### config.mk
export PLATFORM = sky130hd
export DESIGN_NAME = terminal_line_editor_flat
export DESIGN_NICKNAME = d
export VERILOG_FILES = /design/src/tle_pkg.sv /design/src/tle_if.sv /design/src/tle_line_mem.sv /design/src/tle_seq.sv /design/src/terminal_line_editor.sv /design/src/flat_wrapper.sv
export VERILOG_INCLUDE_DIRS = /design/src /design/src/src
export SDC_FILE = /design/constraint.sdc
export NUM_CORES = 1
export LEC_CHECK = 0
export BUFFER_PORTS_ARGS = -buffer_cell sky130_fd_sc_hd__buf_2
export CAP_MARGIN = 20
export CORE_AREA = 2 2 176 178
export CTS_CLUSTER_SIZE = 30
export DETAILED_ROUTE_END_ITERATION = 16
export DIE_AREA = 0 0 178 180
export PLACE_DENSITY_LB_ADDON = 0.3
export SLEW_MARGIN = 10
export SYNTH_ARGS = -nofsm -noshare
export SYNTH_HDL_FRONTEND = slang
export SYNTH_HIERARCHICAL = 1
export SYNTH_SLANG_ARGS = --single-unit
### constraint.sdc
create_clock -name clk_i -period 4.82 [get_ports clk_i]
set_input_delay 0 -clock clk_i [delete_from_list [all_inputs] [get_ports clk_i]]
set_output_delay 0 -clock clk_i [all_outputs]
set_load 0.02 [all_outputs]
### src/terminal_line_editor_assert.svh
// Assertion macros for the terminal line editor.
// Used by the top level; expects clk_i and rst_ni in scope.
`ifndef TERMINAL_LINE_EDITOR_ASSERT_SVH
`define TERMINAL_LINE_EDITOR_ASSERT_SVH

// The consequent must hold in the same cycle as the antecedent.
`define TLE_ASSERT_SAME(lbl, ante, cons, msg) \
  lbl: assert property (@(posedge clk_i) disable iff (!rst_ni) (ante) |-> (cons)) \
    else $error(msg);

// The consequent must hold in the cycle after the antecedent.
`define TLE_ASSERT_NEXT(lbl, ante, cons, msg) \
  lbl: assert property (@(posedge clk_i) disable iff (!rst_ni) (ante) |=> (cons)) \
    else $error(msg);

`endif

### src/tle_pkg.sv
// Shared types and constants for the terminal line editor.
// No dependencies; used by the interfaces and all modules.
package tle_pkg;

  typedef logic [7:0] byte_t;
  typedef logic [1:0] cfg_addr_t;

  // Default line capacity.
  localparam int unsigned LineMaxDef = 40;

  // Configuration register indexes.
  localparam cfg_addr_t CfgKill      = 2'd0;
  localparam cfg_addr_t CfgErase     = 2'd1;
  localparam cfg_addr_t CfgWordErase = 2'd2;

  // Register reset values.
  localparam byte_t KillDef      = 8'd21;
  localparam byte_t EraseDef     = 8'd127;
  localparam byte_t WordEraseDef = 8'd23;

  // Character codes.
  localparam byte_t ChBel    = 8'd7;
  localparam byte_t ChLf     = 8'd10;
  localparam byte_t ChCr     = 8'd13;
  localparam byte_t ChEsc    = 8'd27;
  localparam byte_t ChSpace  = 8'd32;
  localparam byte_t ChLbrack = 8'd91;
  localparam byte_t ChUpperK = 8'd75;
  localparam byte_t PrintLo  = 8'd32;
  localparam byte_t PrintHi  = 8'd126;

  // Classification of an incoming key against the control codes.
  typedef struct packed {
    logic is_kill;
    logic is_erase;
    logic is_werase;
    logic is_nl;
    logic is_print;
  } key_class_t;

  // One byte offered by the sequencer to the output register.
  typedef struct packed {
    logic  valid;
    byte_t data;
    logic  last;
  } emit_t;

endpackage

### src/tle_if.sv
// Handshake interfaces for the terminal line editor channels.
// Depends on tle_pkg for the payload types.
interface tle_key_if;
  logic          valid;
  logic          ready;
  tle_pkg::byte_t key_byte;
  modport source (output valid, output key_byte, input ready);
  modport sink   (input valid, input key_byte, output ready);
endinterface

interface tle_echo_if;
  logic          valid;
  logic          ready;
  tle_pkg::byte_t echo_byte;
  logic          run_end;
  modport source (output valid, output echo_byte, output run_end, input ready);
  modport sink   (input valid, input echo_byte, input run_end, output ready);
endinterface

interface tle_cfg_if;
  logic               valid;
  logic               ready;
  tle_pkg::cfg_addr_t addr;
  tle_pkg::byte_t     wdata;
  modport source (output valid, output addr, output wdata, input ready);
  modport sink   (input valid, input addr, input wdata, output ready);
endinterface

### src/tle_line_mem.sv
// Line store: single write port, single registered read port.
// Depends on tle_pkg for the byte type.
module tle_line_mem #(
  parameter int unsigned DEPTH = tle_pkg::LineMaxDef,
  parameter int unsigned AW    = (DEPTH > 1) ? $clog2(DEPTH) : 1
) (
  input  logic           clk_i,
  input  logic           we_i,
  input  logic [AW-1:0]  waddr_i,
  input  tle_pkg::byte_t wdata_i,
  input  logic [AW-1:0]  raddr_i,
  output tle_pkg::byte_t rdata_o
);
  import tle_pkg::*;

  byte_t mem_q [DEPTH];
  byte_t rdata_q;

  // Write port.
  always_ff @(posedge clk_i) begin
    if (we_i) begin
      mem_q[waddr_i] <= wdata_i;
    end
  end

  // Read port, data registered.
  always_ff @(posedge clk_i) begin
    rdata_q <= mem_q[raddr_i];
  end

  assign rdata_o = rdata_q;

endmodule

### src/tle_seq.sv
// Sequencer of the line editor: decodes a key, scans the line store for
// word erase and streams the echo bytes. Depends on tle_pkg, tle_line_mem.
module tle_seq #(
  parameter int unsigned LINE_MAX = tle_pkg::LineMaxDef
) (
  input  logic                clk_i,
  input  logic                rst_ni,
  input  logic                start_i,
  input  tle_pkg::byte_t      key_byte_i,
  input  tle_pkg::key_class_t cls_i,
  input  logic                slot_free_i,
  output logic                idle_o,
  output tle_pkg::emit_t      emit_o
);
  import tle_pkg::*;

  localparam int unsigned LenW = $clog2(LINE_MAX + 1);
  localparam int unsigned IdxW = (LINE_MAX > 1) ? $clog2(LINE_MAX) : 1;
  localparam logic [LenW-1:0] LenMax = LenW'(LINE_MAX);
  localparam logic [LenW-1:0] LenOne = LenW'(1);
  localparam logic [LenW-1:0] LenTwo = LenW'(2);

  // Sequencer states.
  localparam logic [3:0] S_IDLE = 4'd0;
  localparam logic [3:0] S_HDR  = 4'd1;
  localparam logic [3:0] S_LINE = 4'd2;
  localparam logic [3:0] S_NLA  = 4'd3;
  localparam logic [3:0] S_NLB  = 4'd4;
  localparam logic [3:0] S_ONE  = 4'd5;
  localparam logic [3:0] S_WS1  = 4'd6;
  localparam logic [3:0] S_WS2  = 4'd7;
  localparam logic [3:0] S_WS3  = 4'd8;

  // Kinds of multi-byte answer.
  localparam logic [1:0] KIND_KILL   = 2'd0;
  localparam logic [1:0] KIND_REDRAW = 2'd1;
  localparam logic [1:0] KIND_NL     = 2'd2;

  // Header position of the final byte of each header.
  localparam logic [2:0] HdrKLast = 3'd4;
  localparam logic [2:0] HdrRLast = 3'd3;

  logic [3:0]      state_q, state_d;
  logic [1:0]      kind_q, kind_d;
  logic [2:0]      hidx_q, hidx_d;
  logic [LenW-1:0] ptr_q, ptr_d;
  logic [LenW-1:0] p_q, p_d;
  logic [LenW-1:0] len_q, len_d;
  byte_t           byte_q, byte_d;
  logic            mem_we;
  byte_t           rdata;
  logic            fire;

  // Clear-line header: CR ESC [ K, then CR for kill.
  function automatic byte_t hdr_byte(input logic [2:0] idx);
    byte_t b;
    unique case (idx)
      3'd0:    b = ChCr;
      3'd1:    b = ChEsc;
      3'd2:    b = ChLbrack;
      3'd3:    b = ChUpperK;
      default: b = ChCr;
    endcase
    return b;
  endfunction

  // The store is read every cycle at the next pointer, so the read data
  // always holds the entry at the current pointer.
  tle_line_mem #(
    .DEPTH (LINE_MAX)
  ) u_mem (
    .clk_i   (clk_i),
    .we_i    (mem_we),
    .waddr_i (len_q[IdxW-1:0]),
    .wdata_i (key_byte_i),
    .raddr_i (ptr_d[IdxW-1:0]),
    .rdata_o (rdata)
  );

  assign fire   = emit_o.valid && slot_free_i;
  assign idle_o = (state_q == S_IDLE);

  // Next-state and output logic.
  always_comb begin
    state_d = state_q;
    kind_d  = kind_q;
    hidx_d  = hidx_q;
    ptr_d   = ptr_q;
    p_d     = p_q;
    len_d   = len_q;
    byte_d  = byte_q;
    mem_we  = 1'b0;
    emit_o  = '0;
    unique case (state_q)
      S_IDLE: begin
        if (start_i) begin
          priority if (cls_i.is_kill) begin
            len_d   = '0;
            kind_d  = KIND_KILL;
            hidx_d  = '0;
            ptr_d   = '0;
            state_d = S_HDR;
          end else if (cls_i.is_erase) begin
            if (len_q != '0) begin
              len_d   = len_q - LenOne;
              kind_d  = KIND_REDRAW;
              hidx_d  = '0;
              ptr_d   = '0;
              state_d = S_HDR;
            end
          end else if (cls_i.is_werase) begin
            if (len_q == '0) begin
              p_d     = '0;
              ptr_d   = '0;
              state_d = S_WS3;
            end else begin
              p_d     = len_q;
              ptr_d   = len_q - LenOne;
              state_d = S_WS1;
            end
          end else if (cls_i.is_nl) begin
            kind_d  = KIND_NL;
            ptr_d   = '0;
            state_d = S_NLA;
          end else if (cls_i.is_print) begin
            if (len_q != LenMax) begin
              mem_we  = 1'b1;
              len_d   = len_q + LenOne;
              byte_d  = key_byte_i;
              state_d = S_ONE;
            end else begin
              kind_d  = KIND_NL;
              ptr_d   = '0;
              state_d = S_NLA;
            end
          end else begin
            byte_d  = ChBel;
            state_d = S_ONE;
          end
        end
      end
      // Back over trailing spaces; the read data is the entry below p.
      S_WS1: begin
        if (rdata == ChSpace) begin
          p_d = p_q - LenOne;
          if (p_q == LenOne) begin
            ptr_d   = '0;
            state_d = S_WS3;
          end else begin
            ptr_d = p_q - LenTwo;
          end
        end else begin
          state_d = S_WS2;
        end
      end
      // Back over one word.
      S_WS2: begin
        if (rdata != ChSpace) begin
          p_d = p_q - LenOne;
          if (p_q == LenOne) begin
            ptr_d   = '0;
            state_d = S_WS3;
          end else begin
            ptr_d = p_q - LenTwo;
          end
        end else begin
          ptr_d   = p_q;
          state_d = S_WS3;
        end
      end
      // Re-advance over spaces; the read data is the entry at p.
      S_WS3: begin
        if ((p_q != len_q) && (rdata == ChSpace)) begin
          p_d   = p_q + LenOne;
          ptr_d = p_q + LenOne;
        end else begin
          len_d   = p_q;
          kind_d  = KIND_REDRAW;
          hidx_d  = '0;
          ptr_d   = '0;
          state_d = S_HDR;
        end
      end
      S_HDR: begin
        emit_o.valid = 1'b1;
        emit_o.data  = hdr_byte(hidx_q);
        emit_o.last  = ((kind_q == KIND_KILL) && (hidx_q == HdrKLast)) ||
                       ((kind_q == KIND_REDRAW) && (hidx_q == HdrRLast) && (len_q == '0));
        if (fire) begin
          hidx_d = hidx_q + 3'd1;
          if ((kind_q == KIND_KILL) && (hidx_q == HdrKLast)) begin
            state_d = S_IDLE;
          end else if ((kind_q != KIND_KILL) && (hidx_q == HdrRLast)) begin
            state_d = (len_q == '0) ? S_IDLE : S_LINE;
          end
        end
      end
      S_LINE: begin
        emit_o.valid = 1'b1;
        emit_o.data  = rdata;
        emit_o.last  = (kind_q == KIND_REDRAW) && ((ptr_q + LenOne) == len_q);
        if (fire) begin
          ptr_d = ptr_q + LenOne;
          if ((ptr_q + LenOne) == len_q) begin
            state_d = (kind_q == KIND_REDRAW) ? S_IDLE : S_NLB;
          end
        end
      end
      S_NLA: begin
        emit_o.valid = 1'b1;
        emit_o.data  = ChLf;
        if (fire) begin
          state_d = (len_q == '0) ? S_NLB : S_LINE;
        end
      end
      S_NLB: begin
        emit_o.valid = 1'b1;
        emit_o.data  = ChLf;
        emit_o.last  = 1'b1;
        if (fire) begin
          len_d   = '0;
          state_d = S_IDLE;
        end
      end
      S_ONE: begin
        emit_o.valid = 1'b1;
        emit_o.data  = byte_q;
        emit_o.last  = 1'b1;
        if (fire) begin
          state_d = S_IDLE;
        end
      end
      default: begin
        state_d = S_IDLE;
      end
    endcase
  end

  // Control state.
  always_ff @(posedge clk_i or negedge rst_ni) begin
    if (!rst_ni) begin
      state_q <= S_IDLE;
      len_q   <= '0;
    end else begin
      state_q <= state_d;
      len_q   <= len_d;
    end
  end

  // Working registers.
  always_ff @(posedge clk_i) begin
    kind_q <= kind_d;
    hidx_q <= hidx_d;
    ptr_q  <= ptr_d;
    p_q    <= p_d;
    byte_q <= byte_d;
  end

endmodule

### src/terminal_line_editor.sv
// Terminal line editor: one key per input transaction, echo bytes out.
// A key is decoded when it is taken, then its echo bytes are sent; word erase
// first scans the store, character by character. A new key is taken only while
// the sequencer is idle, once the previous key's last echo byte is registered.
// The single read port of the store sets one byte per cycle while the output
// is taken. Reset clears the line length and restores the register defaults.
module terminal_line_editor #(
  parameter int unsigned LINE_MAX = tle_pkg::LineMaxDef
) (
  input  logic clk_i,
  input  logic rst_ni,
  tle_key_if.sink    key_i,
  tle_cfg_if.sink    cfg_i,
  tle_echo_if.source echo_o
);
  import tle_pkg::*;

  byte_t      kill_q, erase_q, werase_q;
  key_class_t cls;
  emit_t      emit;
  logic       slot_free;
  logic       seq_idle;
  logic       key_acc;
  logic       fire;
  logic       ovalid_q;
  byte_t      obyte_q;
  logic       oend_q;

  // Configuration writes are always taken; an unknown index is ignored.
  assign cfg_i.ready = 1'b1;

  always_ff @(posedge clk_i or negedge rst_ni) begin
    if (!rst_ni) begin
      kill_q   <= KillDef;
      erase_q  <= EraseDef;
      werase_q <= WordEraseDef;
    end else if (cfg_i.valid) begin
      unique case (cfg_i.addr)
        CfgKill:      kill_q   <= cfg_i.wdata;
        CfgErase:     erase_q  <= cfg_i.wdata;
        CfgWordErase: werase_q <= cfg_i.wdata;
        default: ;
      endcase
    end
  end

  // Key classification; the sequencer applies the priority order.
  always_comb begin
    cls.is_kill   = (key_i.key_byte == kill_q);
    cls.is_erase  = (key_i.key_byte == erase_q);
    cls.is_werase = (key_i.key_byte == werase_q);
    cls.is_nl     = (key_i.key_byte == ChLf) || (key_i.key_byte == ChCr);
    cls.is_print  = (key_i.key_byte >= PrintLo) && (key_i.key_byte <= PrintHi);
  end

  assign key_i.ready = seq_idle;
  assign key_acc     = key_i.valid && seq_idle;

  tle_seq #(
    .LINE_MAX (LINE_MAX)
  ) u_seq (
    .clk_i       (clk_i),
    .rst_ni      (rst_ni),
    .start_i     (key_acc),
    .key_byte_i  (key_i.key_byte),
    .cls_i       (cls),
    .slot_free_i (slot_free),
    .idle_o      (seq_idle),
    .emit_o      (emit)
  );

  // Output register: loads when empty or when its transaction completes.
  assign slot_free = !ovalid_q || echo_o.ready;
  assign fire      = emit.valid && slot_free;

  always_ff @(posedge clk_i or negedge rst_ni) begin
    if (!rst_ni) begin
      ovalid_q <= 1'b0;
    end else if (fire) begin
      ovalid_q <= 1'b1;
    end else if (echo_o.ready) begin
      ovalid_q <= 1'b0;
    end
  end

  always_ff @(posedge clk_i) begin
    if (fire) begin
      obyte_q <= emit.data;
      oend_q  <= emit.last;
    end
  end

  assign echo_o.valid     = ovalid_q;
  assign echo_o.echo_byte = obyte_q;
  assign echo_o.run_end   = oend_q;

`include "terminal_line_editor_assert.svh"

  // The sequencer offers no byte while it is waiting for a key.
  `TLE_ASSERT_SAME(a_idle_no_emit, seq_idle, !emit.valid, "byte offered while idle")
  // A stalled byte from the sequencer is held until the register takes it.
  `TLE_ASSERT_NEXT(a_emit_hold, emit.valid && !slot_free,
                   emit.valid && $stable(emit.data) && $stable(emit.last),
                   "stalled echo byte changed")
  // No key is taken while a byte is on offer.
  `TLE_ASSERT_SAME(a_busy_no_key, emit.valid, !key_i.ready, "key ready during output")

endmodule
### src/flat_wrapper.sv
// flat-port wrapper written by rule: the top's interface ports become plain ports
module terminal_line_editor_flat import tle_pkg::*;
#(
  parameter int unsigned LINE_MAX = tle_pkg::LineMaxDef
)
  (clk_i, rst_ni, key_i_valid, key_i_key_byte, key_i_ready, cfg_i_valid, cfg_i_addr, cfg_i_wdata, cfg_i_ready, echo_o_valid, echo_o_echo_byte, echo_o_run_end, echo_o_ready);
  tle_key_if key_i_i ();
  tle_cfg_if cfg_i_i ();
  tle_echo_if echo_o_i ();
  input  logic clk_i;
  input  logic rst_ni;
  input wire logic [$bits(key_i_i.valid)-1:0] key_i_valid;
  input wire logic [$bits(key_i_i.key_byte)-1:0] key_i_key_byte;
  output wire logic [$bits(key_i_i.ready)-1:0] key_i_ready;
  input wire logic [$bits(cfg_i_i.valid)-1:0] cfg_i_valid;
  input wire logic [$bits(cfg_i_i.addr)-1:0] cfg_i_addr;
  input wire logic [$bits(cfg_i_i.wdata)-1:0] cfg_i_wdata;
  output wire logic [$bits(cfg_i_i.ready)-1:0] cfg_i_ready;
  output wire logic [$bits(echo_o_i.valid)-1:0] echo_o_valid;
  output wire logic [$bits(echo_o_i.echo_byte)-1:0] echo_o_echo_byte;
  output wire logic [$bits(echo_o_i.run_end)-1:0] echo_o_run_end;
  input wire logic [$bits(echo_o_i.ready)-1:0] echo_o_ready;
  assign key_i_i.valid = key_i_valid;
  assign key_i_i.key_byte = key_i_key_byte;
  assign key_i_ready = key_i_i.ready;
  assign cfg_i_i.valid = cfg_i_valid;
  assign cfg_i_i.addr = cfg_i_addr;
  assign cfg_i_i.wdata = cfg_i_wdata;
  assign cfg_i_ready = cfg_i_i.ready;
  assign echo_o_valid = echo_o_i.valid;
  assign echo_o_echo_byte = echo_o_i.echo_byte;
  assign echo_o_run_end = echo_o_i.run_end;
  assign echo_o_i.ready = echo_o_ready;
  terminal_line_editor #(.LINE_MAX(LINE_MAX)) u_core (.clk_i(clk_i), .rst_ni(rst_ni), .key_i(key_i_i), .cfg_i(cfg_i_i), .echo_o(echo_o_i));
endmodule
---- Word-level counts from Yosys, hierarchy flattened ----
Memories as Yosys holds them, arrays and structs flattened. A register that Yosys moved wholly into a read port is not among the register bits.
Cells that the tools add are included.
word-level totals
  register bits ........................... 69
  RAM bits ................................ 320
  input port bits ......................... 23
  output and inout bits ................... 12
  word-level logic and storage cells ...... 205
  memories kept ........................... 1
cells by class
  add/subtract/negate cells ............... 7
  magnitude comparators ................... 2
  eq/ne operators ......................... 51
  mux-type cells .......................... 92
  bitwise operators ....................... 4
  reduce and logical (&&, ||, !) cells .... 35
memories
  name                      depth  width  read ports  clocked after Yosys merged registers in  write ports  line                text
  u_core.u_seq.u_mem.mem_q  40     8      1           1                                        1            tle_line_mem.sv:16  byte_t mem_q [DEPTH];
operators by type and width
  cell                                                  count
  2-to-1 mux 6 bit                                      32
  2-to-1 mux 4 bit                                      19
  case mux 9 bit (4 select lines)                       1
  case mux 4 bit (8 select lines)                       1
  case mux 6 bit (5 select lines)                       1
  2-to-1 mux 3 bit                                      9
  equality test 8 bit                                   3
  case mux 6 bit (4 select lines)                       1
  case mux 7 bit (3 select lines)                       1
  2-to-1 mux 2 bit                                      10
  adder 6 x 1 -> 6 bit (second input constant)          3
  != test 2 bit (second input constant)                 9
  case mux 6 bit (3 select lines)                       1
  AND reduction 9 bit                                   2
  equality test 4 x 3 -> 1 bit (second input constant)  4
  equality test 8 x 4 -> 1 bit (second input constant)  2
  AND reduction 7 bit                                   2
  2-to-1 mux 1 bit                                      12
  != test 2 x 1 -> 1 bit (second input constant)        6
  != test 4 x 2 -> 1 bit (second input constant)        3
  subtractor 6 x 1 -> 6 bit (second input constant)     2
  logical AND 1 bit                                     9
  case mux 3 bit (3 select lines)                       1
  equality test 4 x 2 -> 1 bit (second input constant)  2
  41 further kinds                                      55

---- Longest topological paths before layout ----
  depth in word-level cells ............... 11
  gate-level depth with buffers ........... 18

---- Cells and area by module ----
Netlist, hierarchy kept.
by module, submodules not included
  module                times used  cells each  area an instance (µm²)
  tle_line_mem          1           696         12990.0
  tle_seq               1           399         3304.4
  terminal_line_editor  1           116         1594.0

---- Worst setup path before layout ----
OpenSTA, ideal clock, no wires.
  path kind ............................... register to register
  start point ............................. reg u_core.u_seq.state_q[2]
  end point ............................... reg u_core.u_seq.u_mem.rdata_q[5], in the netlist u_core/u_seq/u_mem/rdata_o[5], read port of u_core.u_seq.u_mem.mem_q
  arrival ................................. 3.406 ns
  data required time ...................... 4.724 ns
  setup slack ............................. 1.318 ns
  stages on the path, launching flop included .. 17
  path through ............................ dfrtp_1 buf_4 nor2_2 nand2_1 inv_1 and2_1 o21ba_2 o221ai_1 nand3b_1 a221o_1 and2_1 clkbuf_1 buf_2 a22o_1 a221oi_1 o22ai_1 o41ai_2
between the ends
  elaborated cells between the ends (all ways) .. 16
  those cells by class .................... 8 x eq/ne; 4 x mux; 4 x reduce/logical
RTL lines
  what                             line                        text
  start, declared                  tle_seq.sv:43               logic [3:0] state_q, state_d;
  start signal, assigned           tle_seq.sv:245              state_q <= state_d;
  logical NOT 4 bit                tle_seq.sv:81               assign idle_o = (state_q == S_IDLE);
  net key_i_ready                  flat_wrapper.sv:14          output wire logic [$bits(key_i_i.ready)-1:0] key_i_ready;
  logical AND 1 bit                terminal_line_editor.sv:57  assign key_acc = key_i.valid && seq_idle;
  net u_core.key_acc               terminal_line_editor.sv:23  logic key_acc;
  2-to-1 mux 6 bit                 tle_seq.sv:96               if (start_i) begin
  case mux 6 bit (5 select lines)  tle_seq.sv:94               unique case (state_q)
  net u_core.u_seq.ptr_d[2]        tle_seq.sv:46               logic [LenW-1:0] ptr_q, ptr_d;
  end, declared                    tle_line_mem.sv:17          byte_t rdata_q;
The timed path passes the listed nets, and every way through them passes these cells.
A chain may end at the register's enable or synchronous reset.

==> impl_metrics.yaml <==
global_routing:
  grt_antenna_before_repair: 0
  grt_util_met3: 0.0438
  grt_pass1_wl_um: 64800
  met1_usage: 0.391
  grt_pass1_vias: 10700
  gr-total-overflow: 0
  busiest_layer: "met2"
  track_usage: 0.269
  grt_max_degree: 42
  use_met2: 0.423
cts:
  clk_path_buf_depth: 3
  cts.repair.resized: 0
  clkTransAtPathRegs_ns: 0.06
  clock_latency_ns: 0.53
  post_cts_buffers: 0
  cts_tree: "done"
  numCtsBuffers: 39
  numClockSinks: 397
  ctsHtreeMaxLevel: 2
  ctsHoldBuffers: 17
  cts-root-buf: "clkbuf_16"
final_layout:
  synthToLayoutAreaGrowth_pct: 12.2
  stdcell_count: 1719
  final_nets: 1330
  register_area_sq_mm: 0.0116
  final_common_cell: "edfxtp_1"
  multiInputGateArea_sq_mm: 0.00576
  final_cell_mix: "348 x edfxtp_1, 131 x mux2i_1, 83 x nor2_1, 65 x buf_4, 53 x nand2_1"
  antenna_cells: 0
  final_area_sq_mm: 0.0201
  drive_gt1_frac: 0.200
  fill_cells: 2073
place:
  postPlaceCellArea_sq_mm: 0.0187
  place_congestion: 0.975
  portBuffers: 33
  dp_hpwl_um: 28600
  place_inst: 1631
logic_synthesis:
  synth_area_sq_mm: 0.0179
  synthesis.nets: 1248
  ys_types: 88
  yosysSeqAreaShare: 0.650
  synth.area.top_cells: "edfxtp_1 58%, mux2i_1 7.3%, dfrtp_1 2.9%"
  synthArstFlopShare: 0.0882
  synth_edf_count: 348
  yosys.area.top_type_share: 0.584
  synth_flop_cell: "edfxtp_1"
  yosys_warnings: 6
  synth_area_leader_cell: "edfxtp_1"
  ys_ff_latch: 397
  postSynthCellCount: 1211
  avgSynthCellArea_sq_um: 14.8
setup_path:
  reg2reg_depth: 12
  crit_cells: 12
  crit_type: "flip-flop to flip-flop"
  cp-start-kind: "flip-flop"
  slowest_stage: "or3b_2"
  crit_start: "u_core/werase_q[2]"
  worstSetupEndpointType: "flip-flop"
  crit_buf_inv: 1
  crit_chain: "xnor2_1 -> nand4_1 -> nor2_1 -> or3b_2 -> o32a_1 -> o32ai_1 -> a211o_4 -> buf_4 -> mux2i_1 -> a221oi_1 -> o22ai_1 -> o41ai_2"
  r2r_setup_slack_ns: 0.53
  arrival_ns: 4.72
  crit_required_ns: 5.25
  cp_top_family: "compound AO/OA/AOI/OAI gates"
  slowest_delay_ns: 0.56
  reg2reg_to: "u_core/u_seq/u_mem/rdata_o[6]"
  reg2reg_from: "u_core/werase_q[2]"
  crit_path_max_fanout: 17
run_status:
  status: "finished clean"
power_and_ir_drop:
  cellLeakagePower_nw: 6.88
  combPwrFrac: 0.390
  seq_power_share: 0.365
  total_power_mw: 11.9
  power.share.clock: 0.245
  intPower_mw: 7.75
  p_sw_frac: 0.351
  switchingPower_mw: 4.19
  p_per_area_mw_per_mm2: 595
  ir_drop_mv: 0.372
sta:
  post-route-min-period_ns: 4.29
  final_hold_viol_count: 0
  worst_pin_slew_ns: 0.840
  slew_headroom: 0.440
  timing.fmax_ghz: 0.233
  drv_slew: 0
  setup_viol: 0
  rsz0062_at_grt: "no"
  fin_setup_tns_ns: 0
  clock-skew-final_ns: 0.0104
  hold-worst-slack_ns: 0.0128
  period_share: 0.890
routing:
  dr.first_iter.drc_count: 1334
  drt-pass1-iter-count: 5
  post_drt_wl_per_cell_um: 24.7
  drt-total-wl_um: 42500
  drc_errors: 0
  routed_via_density: 6.41
  detail-route-antenna-nets: 0
  routed-via-count: 11000
floorplanning:
  die_area_sq_mm: 0.0320
  rows: 64
  io_pins: 35
  die_y_um: 180
  core_sq_mm: 0.0302
  fp.dieW_um: 178
  start_util: 0.593
min_path:
  hold_end: "u_core/u_seq/u_mem/mem_q[34][1]"
  hold_class: "input pin to flip-flop"
  min-delay-start: "key_i_key_byte[1]"
  hold-path-cell-count: 1
flow_run:
  cap_violations: 0
state kept, by name (all words and copies together) (netlist names):
| signal | cells |
|---|---|
| u_core/u_seq/p_q | 6 |
| u_core/echo_o.echo_byte | 8 |
| u_core/erase_q | 8 |
| u_core/u_seq/state_q | 4 |
| u_core/u_seq/u_mem/mem_q | 320 |
| u_core/kill_q | 8 |
| u_core/u_seq/ptr_q | 6 |
| u_core/u_seq/byte_q | 8 |
| u_core/echo_o.valid | 1 |
| u_core/u_seq/hidx_q | 3 |
| u_core/u_seq/u_mem/rdata_o | 8 |
| u_core/u_seq/len_q | 6 |
| u_core/u_seq/kind_q | 2 |
| u_core/echo_o.run_end | 1 |
| u_core/werase_q | 8 |
power groups by stage:
stage                     logic [mW]  registers, mW  clock network, mW
after detailed placement        4.58           4.42                  0
after global routing            4.97           4.39               3.09
final                           4.66           4.36               2.93
after floorplan                 3.54           4.31                  0
after CTS                       4.61           4.35               2.96
after global placement          4.52           4.42                  0
worst register-to-register path, stage by stage (launching register included):
cell and delay, ns:
dfstp_2 0.55, xnor2_1 0.11, nand4_1 0.13, nor2_1 0.43
or3b_2 0.56, o32a_1 0.31, o32ai_1 0.16, a211o_4 0.36
buf_4 0.37, mux2i_1 0.17, a221oi_1 0.48, o22ai_1 0.20
o41ai_2 0.35
worst max-delay path by stage:
stage	endpoint	slack, ns
after floorplan	u_core/u_seq/u_mem/rdata_o[5]	1.32
after global placement	u_core/u_seq/u_mem/rdata_o[4]	0.78
after detailed placement	u_core/u_seq/u_mem/rdata_o[4]	0.63
after CTS	u_core/u_seq/u_mem/rdata_o[4]	0.60
after global routing	u_core/u_seq/u_mem/rdata_o[3]	0.32
final	u_core/u_seq/u_mem/rdata_o[6]	0.53
per-layer routing:
metal  routed length, um  vias up
met4                1250        0
met2               20000      568
met1               17600     5508
met5                   0        -
li1                    -     4861
met3                3740       80
cells in the mapped netlist, types with 15 or more instances:
| master | count |
|---|---|
| edfxtp_1 | 348 |
| mux2i_1 | 131 |
| nor2_1 | 84 |
| nand2_1 | 53 |
| a22oi_1 | 39 |
| xnor2_1 | 37 |
| a21oi_1 | 33 |
| mux2_2 | 32 |
| clkbuf_1 | 25 |
| buf_2 | 24 |
| dfrtp_1 | 21 |
| nand3_1 | 21 |
| nor3_1 | 21 |
| a22o_1 | 18 |
| o21ai_0 | 18 |
| xor2_1 | 17 |
| inv_1 | 16 |
| mux4_2 | 16 |
| and2_1 | 15 |
| nand2b_1 | 15 |
final cells by class:
cell class,instances,share of cell area
Inverter,16,0.00299
Clock inverter,18,0.00748
Tap cell,396,0.0247
Clock buffer,53,0.0538
Sequential cell,397,0.579
Multi-Input combinational cell,720,0.287
Timing Repair Buffer,119,0.0450
logic make-up after synthesis:
family,Yosys count,share of synthesized area
flops,397,0.650
simple gates,269,0.0773
compound gates,200,0.0914
mux,180,0.114
buf+inv,94,0.0295
xor+xnor,54,0.0264
fa+ha+maj,16,0.0109
other cells,1,0.000210
through the flow:
stage                     setup slack, ns   util
final                               0.529  0.665
after global routing                0.318  0.665
after CTS                           0.604  0.665
after detailed placement            0.632  0.619
after global placement              0.782  0.619
after floorplan                      1.32      -
(Power assumes the default switching activity.)
